[config.mk]
export PLATFORM = sky130hd
export DESIGN_NAME = multi_slot_ms_countdown_timer_flat
export DESIGN_NICKNAME = d
export VERILOG_FILES = /design/src/mstmr_pkg.sv /design/src/mstmr_if.sv /design/src/mstmr_alu.sv /design/src/mstmr_slot_ram.sv /design/src/multi_slot_ms_countdown_timer.sv /design/src/flat_wrapper.sv
export SDC_FILE = /design/constraint.sdc
export NUM_CORES = 1
export LEC_CHECK = 0
export BUFFER_PORTS_ARGS = -buffer_cell sky130_fd_sc_hd__buf_4
export CORE_ASPECT_RATIO = 0.9
export CORE_MARGIN = 2
export CORE_UTILIZATION = 25
export CTS_CLUSTER_SIZE = 24
export DETAILED_ROUTE_END_ITERATION = 16
export PLACE_DENSITY = 0.42
export SYNTH_ARGS = -nofsm -noshare
export SYNTH_HDL_FRONTEND = slang
export SYNTH_SLANG_ARGS = --single-unit
[constraint.sdc]
create_clock -name clk -period 3.6 [get_ports clk]
set_clock_uncertainty 0.2 [all_clocks]
set_input_delay 0.54 -clock clk [delete_from_list [all_inputs] [get_ports clk]]
set_output_delay 0.54 -clock clk [all_outputs]
set_load 0.02 [all_outputs]
[src/mstmr_pkg.sv]
// Shared types and constants for the multi-slot millisecond countdown timer.
`timescale 1ns / 1ps

package mstmr_pkg;

	localparam int DEF_NUM_SLOTS = 8;

	localparam int CMD_W   = 2;
	localparam int SLOT_FW = 8;
	localparam int COUNT_W = 16;
	localparam int FRACT_W = 8;
	localparam int CFG_IDX_W  = 1;
	localparam int CFG_DATA_W = 8;

	localparam logic [CMD_W-1:0] CMD_TICK  = 2'd0;
	localparam logic [CMD_W-1:0] CMD_SET   = 2'd1;
	localparam logic [CMD_W-1:0] CMD_CHECK = 2'd2;

	localparam logic [CFG_IDX_W-1:0] CFG_FRACT_INCREMENT = 1'd0;
	localparam logic [CFG_IDX_W-1:0] CFG_FRACT_LIMIT     = 1'd1;

	localparam logic [FRACT_W-1:0] FRACT_INCREMENT_RST = 8'd3;
	localparam logic [FRACT_W-1:0] FRACT_LIMIT_RST     = 8'd125;

	typedef struct packed {
		logic               positive;
		logic [COUNT_W-1:0] next;
	} alu_res_t;

endpackage

[src/mstmr_if.sv]
// Valid/ready channel interfaces for commands and check responses.
`timescale 1ns / 1ps

interface mstmr_req_if;
	logic                         valid;
	logic                         ready;
	logic [mstmr_pkg::CMD_W-1:0]   command;
	logic [mstmr_pkg::SLOT_FW-1:0] slot;
	logic [mstmr_pkg::COUNT_W-1:0] duration_ms;

	modport source (output valid, command, slot, duration_ms, input ready);
	modport sink   (input valid, command, slot, duration_ms, output ready);
endinterface

interface mstmr_rsp_if;
	logic valid;
	logic ready;
	logic expired;

	modport source (output valid, expired, input ready);
	modport sink   (input valid, expired, output ready);
endinterface

[src/mstmr_alu.sv]
// Shared count unit: positive test and step decrement of one slot count.
`timescale 1ns / 1ps

module mstmr_alu (
	input  logic [mstmr_pkg::COUNT_W-1:0] count,
	input  logic                          step_two,
	output mstmr_pkg::alu_res_t           res
);
	import mstmr_pkg::*;

	logic [COUNT_W-1:0] step;

	assign step         = step_two ? COUNT_W'(2) : COUNT_W'(1);
	assign res.positive = (count != '0) && !count[COUNT_W-1];
	assign res.next     = count - step;

endmodule

[src/mstmr_slot_ram.sv]
// Slot count memory with per-entry valid bits; unwritten entries read as zero.
`timescale 1ns / 1ps

module mstmr_slot_ram #(
	parameter int DEPTH = mstmr_pkg::DEF_NUM_SLOTS,
	parameter int AW    = 3
) (
	input  logic                          clk,
	input  logic                          arst_n,
	input  logic                          wr_en,
	input  logic [AW-1:0]                 wr_addr,
	input  logic [mstmr_pkg::COUNT_W-1:0] wr_data,
	input  logic [AW-1:0]                 rd_addr,
	output logic [mstmr_pkg::COUNT_W-1:0] rd_data
);
	import mstmr_pkg::*;

	logic [COUNT_W-1:0] mem [DEPTH];
	logic [DEPTH-1:0]   vld_q;
	logic [COUNT_W-1:0] rd_data_q;
	logic               rd_vld_q;

	always_ff @(posedge clk) begin
		if (wr_en) begin
			mem[wr_addr] <= wr_data;
		end
		rd_data_q <= mem[rd_addr];
	end

	always_ff @(posedge clk or negedge arst_n) begin
		if (!arst_n) begin
			vld_q    <= '0;
			rd_vld_q <= 1'b0;
		end else begin
			if (wr_en) begin
				vld_q[wr_addr] <= 1'b1;
			end
			rd_vld_q <= vld_q[rd_addr];
		end
	end

	assign rd_data = rd_vld_q ? rd_data_q : '0;

endmodule

[src/multi_slot_ms_countdown_timer.sv]
// Top level of the multi-slot millisecond countdown timer.
//
//   channel  dir  handshake          payload
//   req      in   valid/ready        command, slot, duration_ms
//   rsp      out  valid/ready        expired (one beat per check)
//   cfg      in   cfg_wr_en          cfg_index, cfg_data (no back-pressure)
//
// A set is written in the cycle it is accepted. A check reads its slot and
// raises its response beat once the previous beat has been taken. After a
// tick is accepted, the single count unit walks the slot memory one slot per
// cycle, reading one slot while writing back the previous one. Reset clears
// all slots to zero through the memory's valid bits, with no clearing pass.
// req.ready is low while a tick walk or a check is in progress.
`timescale 1ns / 1ps

module multi_slot_ms_countdown_timer #(
	parameter int NUM_SLOTS = mstmr_pkg::DEF_NUM_SLOTS
) (
	input  logic                             clk,
	input  logic                             arst_n,
	mstmr_req_if.sink                        req,
	mstmr_rsp_if.source                      rsp,
	input  logic                             cfg_wr_en,
	input  logic [mstmr_pkg::CFG_IDX_W-1:0]  cfg_index,
	input  logic [mstmr_pkg::CFG_DATA_W-1:0] cfg_data
);
	import mstmr_pkg::*;

	localparam int SLOT_W = (NUM_SLOTS > 1) ? $clog2(NUM_SLOTS) : 1;
	localparam int CNT_W  = $clog2(NUM_SLOTS + 1);

	localparam logic [1:0] ST_IDLE = 2'd0;
	localparam logic [1:0] ST_WALK = 2'd1;
	localparam logic [1:0] ST_CHK  = 2'd2;

	logic [1:0]         state_q;
	logic [FRACT_W-1:0] fract_inc_q;
	logic [FRACT_W-1:0] fract_lim_q;
	logic [FRACT_W-1:0] accum_q;
	logic               step_two_q;
	logic [CNT_W-1:0]   rd_cnt_q;
	logic               pend_s1;
	logic [SLOT_W-1:0]  wr_idx_s1;
	logic [SLOT_W-1:0]  chk_idx_q;
	logic               oor_q;
	logic               rsp_valid_q;
	logic               expired_q;

	logic               acc;
	logic               in_range;
	logic [SLOT_W-1:0]  req_idx;
	logic [FRACT_W-1:0] acc_sum;
	logic               issue;
	logic               walk_done;
	logic               rsp_free;

	logic               mem_wr_en;
	logic [SLOT_W-1:0]  mem_wr_addr;
	logic [COUNT_W-1:0] mem_wr_data;
	logic [SLOT_W-1:0]  mem_rd_addr;
	logic [COUNT_W-1:0] mem_rd_data;
	alu_res_t           alu_res;

	assign req.ready = (state_q == ST_IDLE);
	assign acc       = req.valid && req.ready;
	assign in_range  = ({1'b0, req.slot} < 9'(NUM_SLOTS));
	assign req_idx   = req.slot[SLOT_W-1:0];
	assign acc_sum   = accum_q + fract_inc_q;
	assign issue     = (state_q == ST_WALK) && (rd_cnt_q < CNT_W'(NUM_SLOTS));
	assign walk_done = pend_s1 && (wr_idx_s1 == SLOT_W'(NUM_SLOTS - 1));
	assign rsp_free  = !rsp_valid_q || rsp.ready;

	mstmr_alu u_alu (
		.count    (mem_rd_data),
		.step_two (step_two_q),
		.res      (alu_res)
	);

	mstmr_slot_ram #(
		.DEPTH (NUM_SLOTS),
		.AW    (SLOT_W)
	) u_ram (
		.clk     (clk),
		.arst_n  (arst_n),
		.wr_en   (mem_wr_en),
		.wr_addr (mem_wr_addr),
		.wr_data (mem_wr_data),
		.rd_addr (mem_rd_addr),
		.rd_data (mem_rd_data)
	);

	// The walk's write-back and a set never meet: sets are taken only in idle.
	always_comb begin
		if (state_q == ST_WALK) begin
			mem_wr_en   = pend_s1 && alu_res.positive;
			mem_wr_addr = wr_idx_s1;
			mem_wr_data = alu_res.next;
		end else begin
			mem_wr_en   = acc && (req.command == CMD_SET) && in_range;
			mem_wr_addr = req_idx;
			mem_wr_data = req.duration_ms;
		end
	end

	always_comb begin
		case (state_q)
			ST_WALK: mem_rd_addr = rd_cnt_q[SLOT_W-1:0];
			ST_CHK:  mem_rd_addr = chk_idx_q;
			default: mem_rd_addr = req_idx;
		endcase
	end

	always_ff @(posedge clk or negedge arst_n) begin
		if (!arst_n) begin
			fract_inc_q <= FRACT_INCREMENT_RST;
			fract_lim_q <= FRACT_LIMIT_RST;
		end else if (cfg_wr_en) begin
			case (cfg_index)
				CFG_FRACT_INCREMENT: fract_inc_q <= cfg_data;
				CFG_FRACT_LIMIT:     fract_lim_q <= cfg_data;
				default:             ;
			endcase
		end
	end

	always_ff @(posedge clk or negedge arst_n) begin
		if (!arst_n) begin
			state_q     <= ST_IDLE;
			accum_q     <= '0;
			step_two_q  <= 1'b0;
			rd_cnt_q    <= '0;
			pend_s1     <= 1'b0;
			wr_idx_s1   <= '0;
			chk_idx_q   <= '0;
			oor_q       <= 1'b0;
			rsp_valid_q <= 1'b0;
			expired_q   <= 1'b0;
		end else begin
			if ((state_q == ST_CHK) && rsp_free) begin
				rsp_valid_q <= 1'b1;
			end else if (rsp_valid_q && rsp.ready) begin
				rsp_valid_q <= 1'b0;
			end
			case (state_q)
				ST_IDLE: begin
					if (acc && (req.command == CMD_TICK)) begin
						// The limit is taken off at most once per tick.
						if (acc_sum >= fract_lim_q) begin
							accum_q    <= acc_sum - fract_lim_q;
							step_two_q <= 1'b1;
						end else begin
							accum_q    <= acc_sum;
							step_two_q <= 1'b0;
						end
						rd_cnt_q <= '0;
						pend_s1  <= 1'b0;
						state_q  <= ST_WALK;
					end else if (acc && (req.command == CMD_CHECK)) begin
						chk_idx_q <= req_idx;
						oor_q     <= !in_range;
						state_q   <= ST_CHK;
					end
				end
				ST_WALK: begin
					// No read is issued in the cycle of the last write-back.
					pend_s1   <= issue;
					wr_idx_s1 <= rd_cnt_q[SLOT_W-1:0];
					if (issue) begin
						rd_cnt_q <= rd_cnt_q + CNT_W'(1);
					end
					if (walk_done) begin
						state_q <= ST_IDLE;
					end
				end
				ST_CHK: begin
					if (rsp_free) begin
						expired_q <= oor_q || !alu_res.positive;
						state_q   <= ST_IDLE;
					end
				end
				default: state_q <= ST_IDLE;
			endcase
		end
	end

	assign rsp.valid   = rsp_valid_q;
	assign rsp.expired = expired_q;

	a_check_enters_chk: assert property (@(posedge clk) disable iff (!arst_n)
		(acc && (req.command == CMD_CHECK)) |=> (state_q == ST_CHK))
		else $error("accepted check did not start a slot read");

	a_walk_index_range: assert property (@(posedge clk) disable iff (!arst_n)
		pend_s1 |-> ({1'b0, wr_idx_s1} < (SLOT_W + 1)'(NUM_SLOTS)))
		else $error("tick walk write-back beyond the last slot");

	a_rsp_from_check: assert property (@(posedge clk) disable iff (!arst_n)
		$rose(rsp_valid_q) |-> ($past(state_q) == ST_CHK))
		else $error("response beat raised outside a check");

	a_walk_blocks_req: assert property (@(posedge clk) disable iff (!arst_n)
		(acc && (req.command == CMD_TICK)) |=> !req.ready)
		else $error("new beat accepted while a tick walk runs");

endmodule
[src/flat_wrapper.sv]
// flat-port wrapper written by rule: the top's interface ports become plain ports
module multi_slot_ms_countdown_timer_flat import mstmr_pkg::*;
#(
	parameter int NUM_SLOTS = mstmr_pkg::DEF_NUM_SLOTS
)
  (clk, arst_n, cfg_wr_en, cfg_index, cfg_data, req_valid, req_command, req_slot, req_duration_ms, req_ready, rsp_valid, rsp_expired, rsp_ready);
  mstmr_req_if req_i ();
  mstmr_rsp_if rsp_i ();
  input  logic clk;
  input  logic arst_n;
  input  logic cfg_wr_en;
  input  logic [mstmr_pkg::CFG_IDX_W-1:0] cfg_index;
  input  logic [mstmr_pkg::CFG_DATA_W-1:0] cfg_data;
  input wire logic [$bits(req_i.valid)-1:0] req_valid;
  input wire logic [$bits(req_i.command)-1:0] req_command;
  input wire logic [$bits(req_i.slot)-1:0] req_slot;
  input wire logic [$bits(req_i.duration_ms)-1:0] req_duration_ms;
  output wire logic [$bits(req_i.ready)-1:0] req_ready;
  output wire logic [$bits(rsp_i.valid)-1:0] rsp_valid;
  output wire logic [$bits(rsp_i.expired)-1:0] rsp_expired;
  input wire logic [$bits(rsp_i.ready)-1:0] rsp_ready;
  assign req_i.valid = req_valid;
  assign req_i.command = req_command;
  assign req_i.slot = req_slot;
  assign req_i.duration_ms = req_duration_ms;
  assign req_ready = req_i.ready;
  assign rsp_valid = rsp_i.valid;
  assign rsp_expired = rsp_i.expired;
  assign rsp_i.ready = rsp_ready;
  multi_slot_ms_countdown_timer #(.NUM_SLOTS(NUM_SLOTS)) u_core (.clk(clk), .arst_n(arst_n), .req(req_i), .rsp(rsp_i), .cfg_wr_en(cfg_wr_en), .cfg_index(cfg_index), .cfg_data(cfg_data));
endmodule
==> results.py, run 1 <==
metrics = {
    "floorplanning": {
        "die_h_um": 183,
        "boundaryPins": 43,
        "core_area_sq_um": 35100,
        "start_util_pct": 25.4,
        "die_area_sq_um": 37200,
        "rows": 65,
        "die_w_um": 203,
    },
    "cells_and_area": {
        "finalNetCount": 740,
        "synthToLayoutAreaGrowth_pct": 18.3,
        "layout_commonest_cell": "edfxtp_1",
        "mostFrequentLayoutCells": "edfxtp_1 (128), buf_4 (59), nand2_1 (44)",
        "fin_area_sq_um": 10500,
        "layout-drive-gt1-share_pct": 25.3,
        "diodes": 0,
    },
    "placed_design": {
        "io_buffers": 42,
        "dp_hpwl_mm": 13.4,
        "placed_cell_area_sq_um": 9900,
        "globalplace.congestion": 0.792,
    },
    "pwr": {
        "p_per_area_nw_per_um2": 834,
        "leakage_nw": 3.78,
        "ir_drop_uv": 336,
    },
    "setup_path": {
        "crit_start": "u_core.accum_q[0]",
        "worstPathArrival_ns": 3.56,
        "endpoint_kind": "register",
        "cp.required_ns": 3.76,
        "r2r_start": "u_core.accum_q[0]",
        "worstPathMaxFanout": 5,
        "start_kind": "register",
        "worstSetupPathType": "reg -> reg",
    },
    "timing": {
        "finalSetupViolations": 0,
        "setup_tns_ns": 0,
        "finalCritPeriodShare_pct": 94.6,
        "hold_viol_final": 0,
        "grt_setup_unrepaired": "no",
        "layout_min_cycle_time_ns": 3.40,
        "fmaxAchievable_mhz": 294,
        "max-slew-margin-rel_pct": 36.4,
        "tightest_slew_ns": 0.945,
        "holdWs_ns": 0.148,
        "finalMaxSlewViolations": 0,
    },
    "logic_synthesis": {
        "synth_seq_cells": 194,
        "synth_fp_nets": 677,
        "syn_avg_cell_area_sq_um": 14.5,
        "synth_area_leaders": "edfxtp_1 (43%), dfrtp_1 (12%), mux4_1 (6.2%), mux2_2 (5.2%), dfxtp_1 (3.6%)",
        "synth_area_sq_um": 8910,
        "synth_cell_types": 66,
        "synth_edf_count": 128,
        "yosys_warnings": 0,
        "yosysTopAreaCell": "edfxtp_1",
        "postSynthCellCount": 613,
        "synth_top_cell_area_share_pct": 43.1,
        "synth_seq_area_share_pct": 60.9,
        "synthArstFlopShare_pct": 25.8,
        "synthFlopType": "edfxtp_1",
    },
    "run_status": {
        "status": "completed",
    },
    "routing": {
        "drtAntennaViolNets": 0,
        "wl_per_cell_um": 17.9,
        "via_per_inst": 4.59,
        "drt_iter0_markers": 314,
        "routed_wl_mm": 20.8,
        "drc_errors": 0,
        "dr_total_vias": 5311,
        "drt_pass1_iterations": 4,
    },
    "global_routing": {
        "grt_first_pass_wirelength_mm": 32.5,
        "overflow": 0,
        "grt_pass1_vias": 5586,
        "track_usage_pct": 11.6,
        "grt_antenna_before_repair": 0,
        "grt_max_degree": 51,
    },
    "cts": {
        "clock_sinks": 194,
        "htreeDepth": 4,
        "root_buffer": "clkbuf_16",
        "numCtsBuffers": 17,
        "clk_pin_slew_ns": 0.07,
        "clockBufferDepth": 2,
        "clk_latency_ns": 0.44,
        "cts_tree": "yes",
    },
    "worst_hold_path": {
        "min_from": "cfg_data[3]",
        "hp-class": "in -> reg",
    },
    "run": {
        "drv_cap": 0,
    },
}
-- per-stage QoR --
step,setup WS [ns],instances,utilization [%],total power [W]
CTS,0.105,1155,29.9,0.00877
finish,0.196,1158,30.1,0.00879
global route,0.00829,1158,30.1,0.00939
detailed placement,0.130,1122,28.3,0.00689
global placement,0.224,1122,28.3,0.00680
floorplan,0.295,613,-,0.00591
-- power breakdown --
part           internal [W]  total (W)  leakage (nW)  switching (W)
combinational       0.00173    0.00381          1.62        0.00208
clock              0.000923    0.00185         0.276       0.000923
sequential          0.00286    0.00313          1.88       0.000269
-- final timing paths --
| path | endpoint | slack, ns | depth (start not counted) |
|---|---|---|---|
| max in group asynchronous | u_core.fract_inc_q[7] | 2.25 | 2 |
| setup reg to reg | u_core.accum_q[5] | 0.20 | 13 |
| hold reg to reg | u_core.u_ram.vld_q[6] | 0.27 | 1 |
| hold / removal | u_core.fract_lim_q[3] | 0.15 | 2 |
| min in group asynchronous | u_core.rsp.expired | 0.49 | 2 |
| setup / recovery | u_core.accum_q[5] | 0.20 | 13 |
-- Yosys cell counts (2+ instances only) --
cell and number:
nand4_1 4, or4_1 2, nor2_1 30, o21ai_0 32
inv_1 21, fa_1 3, and3_1 2, nor2b_1 4
nand3_1 11, a211oi_1 7, o41ai_2 2, a22oi_1 3
o21bai_1 12, mux4_2 13, a21oi_1 38, edfxtp_1 128
o21ai_1 2, nor3b_1 2, xnor2_1 9, a32oi_1 3
and2_1 3, dfrtp_1 42, dfxtp_1 16, xor2_1 4
a21o_1 5, ha_1 21, clkbuf_1 9, buf_4 3
buf_6 3, nor4_1 3, mux2_2 41, a22o_1 4
a31oi_1 7, nand2_1 44, nand2b_1 4, mux2i_1 4
buf_2 5, dfstp_2 8, mux4_1 21, nand3_2 2
nor3_1 11
-- kinds of logic (layout without fill, tap and decap cells) --
family / Yosys count / in the layout / share of synthesized area, %
adders and majority gates: 24 / 24 / 3.62
xor gates and xnor gates: 13 / 13 / 1.28
muxes: 79 / 79 / 15.1
AOI/OAI and AO/OA: 132 / 132 / 10.0
buffers and inverters: 44 / 120 / 2.32
DFF: 194 / 194 / 60.9
and+or+nand+nor: 127 / 127 / 6.73
-- final cells by class --
class	instances	area, sq um
Tap cell	469	587
Fill cell	3484	24500
Clock inverter	14	146
Sequential cell	194	5430
Timing Repair Buffer	66	564
Multi-Input combinational cell	375	3300
Clock buffer	18	429
Inverter	22	82.6
-- critical path, cell delays in order, from the launching register on --
cell	delay, ns
dfrtp_1	0.39
ha_1	0.24
fa_1	0.44
a211oi_2	0.20
o21bai_1	0.11
a21oi_1	0.18
xnor2_1	0.11
ha_1	0.36
inv_2	0.08
o21bai_1	0.21
a211oi_2	0.12
buf_4	0.16
or3b_1	0.38
a31oi_1	0.17
-- routing by layer --
| metal | global-route usage (%) | wire length [um] | up-vias |
|---|---|---|---|
| li1 | - | - | 2512 |
| met1 | 14.8 | 9460 | 2698 |
| met2 | 19.9 | 10400 | 88 |
| met3 | 2.67 | 637 | 13 |
| met4 | 3.27 | 216 | 0 |
| met5 | 0 | 0 | - |
-- registers in the layout, summed over array words and instances (netlist names), 2 cells and up --
signal,flops
u_core.chk_idx_q,3
u_core.wr_idx_s1,3
u_core.u_ram.mem,128
u_core.u_ram.vld_q,8
u_core.u_ram.rd_data_q,16
u_core.fract_lim_q,8
u_core.fract_inc_q,8
u_core.rd_cnt_q,4
u_core.accum_q,8
u_core.state_q,2
-- what timing repair did --
item,4_1_cts,5_1_grt
gates resized for setup,0,6
setup buffers,0,3
endpoints found under the hold margin,42,0
hold buffers,1,0
setup endpoints to repair,0,8
Note: power is estimated with default switching activity, not from simulation.
==> run 2, diff against run 1 <==
CELL_PAD_IN_SITES_DETAIL_PLACEMENT = 1   (was not set)
CELL_PAD_IN_SITES_GLOBAL_PLACEMENT = 1   (was not set)
PLACE_DENSITY = not set   (was 0.42)
PLACE_DENSITY_LB_ADDON = 0.3   (was not set)
==> run 2 against run 1 <==
Net effect:
- register-to-register slack worse by 0.04 ns
- via count up 0.23%
- core utilization rose by 0.054 points
- cell area up 0.18%
- fmax fell by 1.1%
- count of clock-buffer cells in the layout fell by 1
- combinational power about the same
- sequential cell count unchanged
- critical path type unchanged
- largest power group unchanged
==> results.py, run 2 (synthesis gave the netlist of run 1 again) <==
metrics = {
    "placed_design": {
        "globalplace.congestion": 0.713,
        "dp_hpwl_mm": 14.2,
        "post-place-ws_ns": 0.0856,
        "io_buffers": 42,
        "dp_cells": 1128,
    },
    "global_routing": {
        "grt_pass1_vias": 5638,
        "grt_antenna_before_repair": 0,
        "track_usage_pct": 11.9,
        "overflow": 0,
        "grt_first_pass_wirelength_mm": 33.4,
        "grt_max_degree": 51,
    },
    "pwr": {
        "p_total_w": 0.00888,
        "intPower_w": 0.00558,
        "clockPowerShare_pct": 21.8,
        "ir_drop_uv": 335,
        "p_per_area_nw_per_um2": 841,
        "p_seq_share_pct": 35.4,
        "p_sw_share_pct": 37.1,
        "leakage_nw": 3.80,
        "switchingPower_w": 0.00330,
        "power_frac_comb_pct": 42.8,
    },
    "timing": {
        "finalCritPeriodShare_pct": 95.7,
        "hold_viol_final": 0,
        "finalSetupViolations": 0,
        "tightest_slew_ns": 1.05,
        "layout_min_cycle_time_ns": 3.44,
        "finalMaxSlewViolations": 0,
        "grt_setup_unrepaired": "no",
        "max-slew-margin-rel_pct": 29.7,
        "setup_tns_ns": 0,
        "fmaxAchievable_mhz": 290,
        "fin_ws_ns": 0.156,
    },
    "routing": {
        "drt_pass1_iterations": 4,
        "wl_per_cell_um": 18.3,
        "routed_wl_mm": 21.2,
        "drt_iter0_markers": 325,
        "drtAntennaViolNets": 0,
        "drc_errors": 0,
        "via_per_inst": 4.58,
        "dr_total_vias": 5323,
    },
    "setup_path": {
        "start_kind": "register",
        "crit_start": "u_core.accum_q[0]",
        "cp.required_ns": 3.76,
        "endpoint_kind": "register",
        "r2r_start": "u_core.accum_q[0]",
        "worstPathMaxFanout": 7,
        "worstPathArrival_ns": 3.60,
        "worstSetupPathType": "reg -> reg",
    },
    "floorplanning": {
        "core_area_sq_um": 35100,
        "boundaryPins": 43,
        "die_area_sq_um": 37200,
        "die_h_um": 183,
        "start_util_pct": 25.4,
        "rows": 65,
        "die_w_um": 203,
    },
    "cts": {
        "numCtsBuffers": 17,
        "clock_sinks": 194,
        "cts_tree": "yes",
        "cts_setup_buffers": 0,
        "clockBufferDepth": 2,
        "htreeDepth": 4,
        "clk_latency_ns": 0.45,
        "clk_pin_slew_ns": 0.08,
        "root_buffer": "clkbuf_16",
    },
    "worst_hold_path": {
        "min_from": "cfg_data[1]",
        "hp-class": "in -> reg",
    },
    "run_status": {
        "status": "completed",
    },
    "run": {
        "drv_cap": 0,
    },
    "cells_and_area": {
        "mostFrequentLayoutCells": "edfxtp_1 (128), buf_4 (66), nand2_1 (44)",
        "largestRegisters": "u_core.u_ram.mem (128), u_core.u_ram.rd_data_q (16)",
        "layout_commonest_cell": "edfxtp_1",
        "regMostFlops": "u_core.u_ram.mem",
        "largest_register_ffs": 128,
        "n_fill_cell": 3713,
        "layout-drive-gt1-share_pct": 26.9,
        "synthToLayoutAreaGrowth_pct": 18.5,
        "fin_cells": 1161,
        "multi_input_area_sq_um": 3330,
        "finalNetCount": 743,
        "diodes": 0,
        "regArea_sq_um": 5430,
    },
}
-- run 2: cell count changes in the layout (fill, tap and decap cells not counted), sizes merged --
cell | before | now
bufinv | 0 | 1
inv | 27 | 30
clkbuf | 18 | 17
buf | 65 | 68
clkinv | 7 | 6
clkinvlp | 2 | 0
-- run 2: power by group through the flow --
stage	registers (W)	logic, W	clock network [W]
after floorplan	0.00310	0.00281	0
after global placement	0.00320	0.00372	0
after detailed placement	0.00320	0.00375	0
after CTS	0.00315	0.00378	0.00200
after global routing	0.00320	0.00424	0.00206
final	0.00314	0.00380	0.00193
-- run 2: final timing paths --
check                                        end  slack (ns)  cells after the start
max in group asynchronous  u_core.u_ram.vld_q[3]        2.23                      2
min                        u_core.fract_lim_q[1]        0.13                      2
min in group asynchronous  u_core.fract_lim_q[1]        0.48                      2
max                            u_core.accum_q[5]        0.16                     13
min reg2reg                u_core.u_ram.vld_q[7]        0.27                      1
max reg2reg                    u_core.accum_q[5]        0.16                     13
-- run 2: layout make-up --
type	count	area share (%)
clock buffers	17	4.03
repair buffers	69	5.09
flip-flops and latches	194	51.4
clock inverters	15	1.55
inverters	22	0.782
multi-input cells	375	31.6
well taps	469	5.56
-- run 2: metrics by stage --
stage,cell area [sq um],hold WS [ns],utilization (%)
floorplan,8910,0.0444,-
global placement,9920,0.252,28.3
detailed placement,9920,0.258,28.3
CTS,10500,0.104,30.0
global route,10600,0.109,30.1
finish,10600,0.132,30.1
-- run 2: timing repair --
item	in CTS	in global routing
setup endpoints to repair	0	8
gates resized for setup	0	8
hold endpoints to repair	42	0
hold buffers	1	0
-- run 2: critical path, cell delays in order, from the launching register on --
cell,delay [ns]
dfrtp_1,0.39
ha_1,0.25
fa_2,0.39
a211oi_1,0.24
o21bai_1,0.11
a21oi_1,0.18
xnor2_1,0.11
ha_1,0.38
nand2_1,0.10
a311oi_2,0.22
a211oi_2,0.09
buf_4,0.17
or3b_1,0.36
a31oi_1,0.16
-- run 2: metal layers --
metal	up-vias	global-route usage, %	routed length [um]
met1	2719	17.0	10800
met5	-	0	0
met3	14	2.40	683
met4	0	3.33	236
li1	2520	-	-
met2	70	18.5	9500
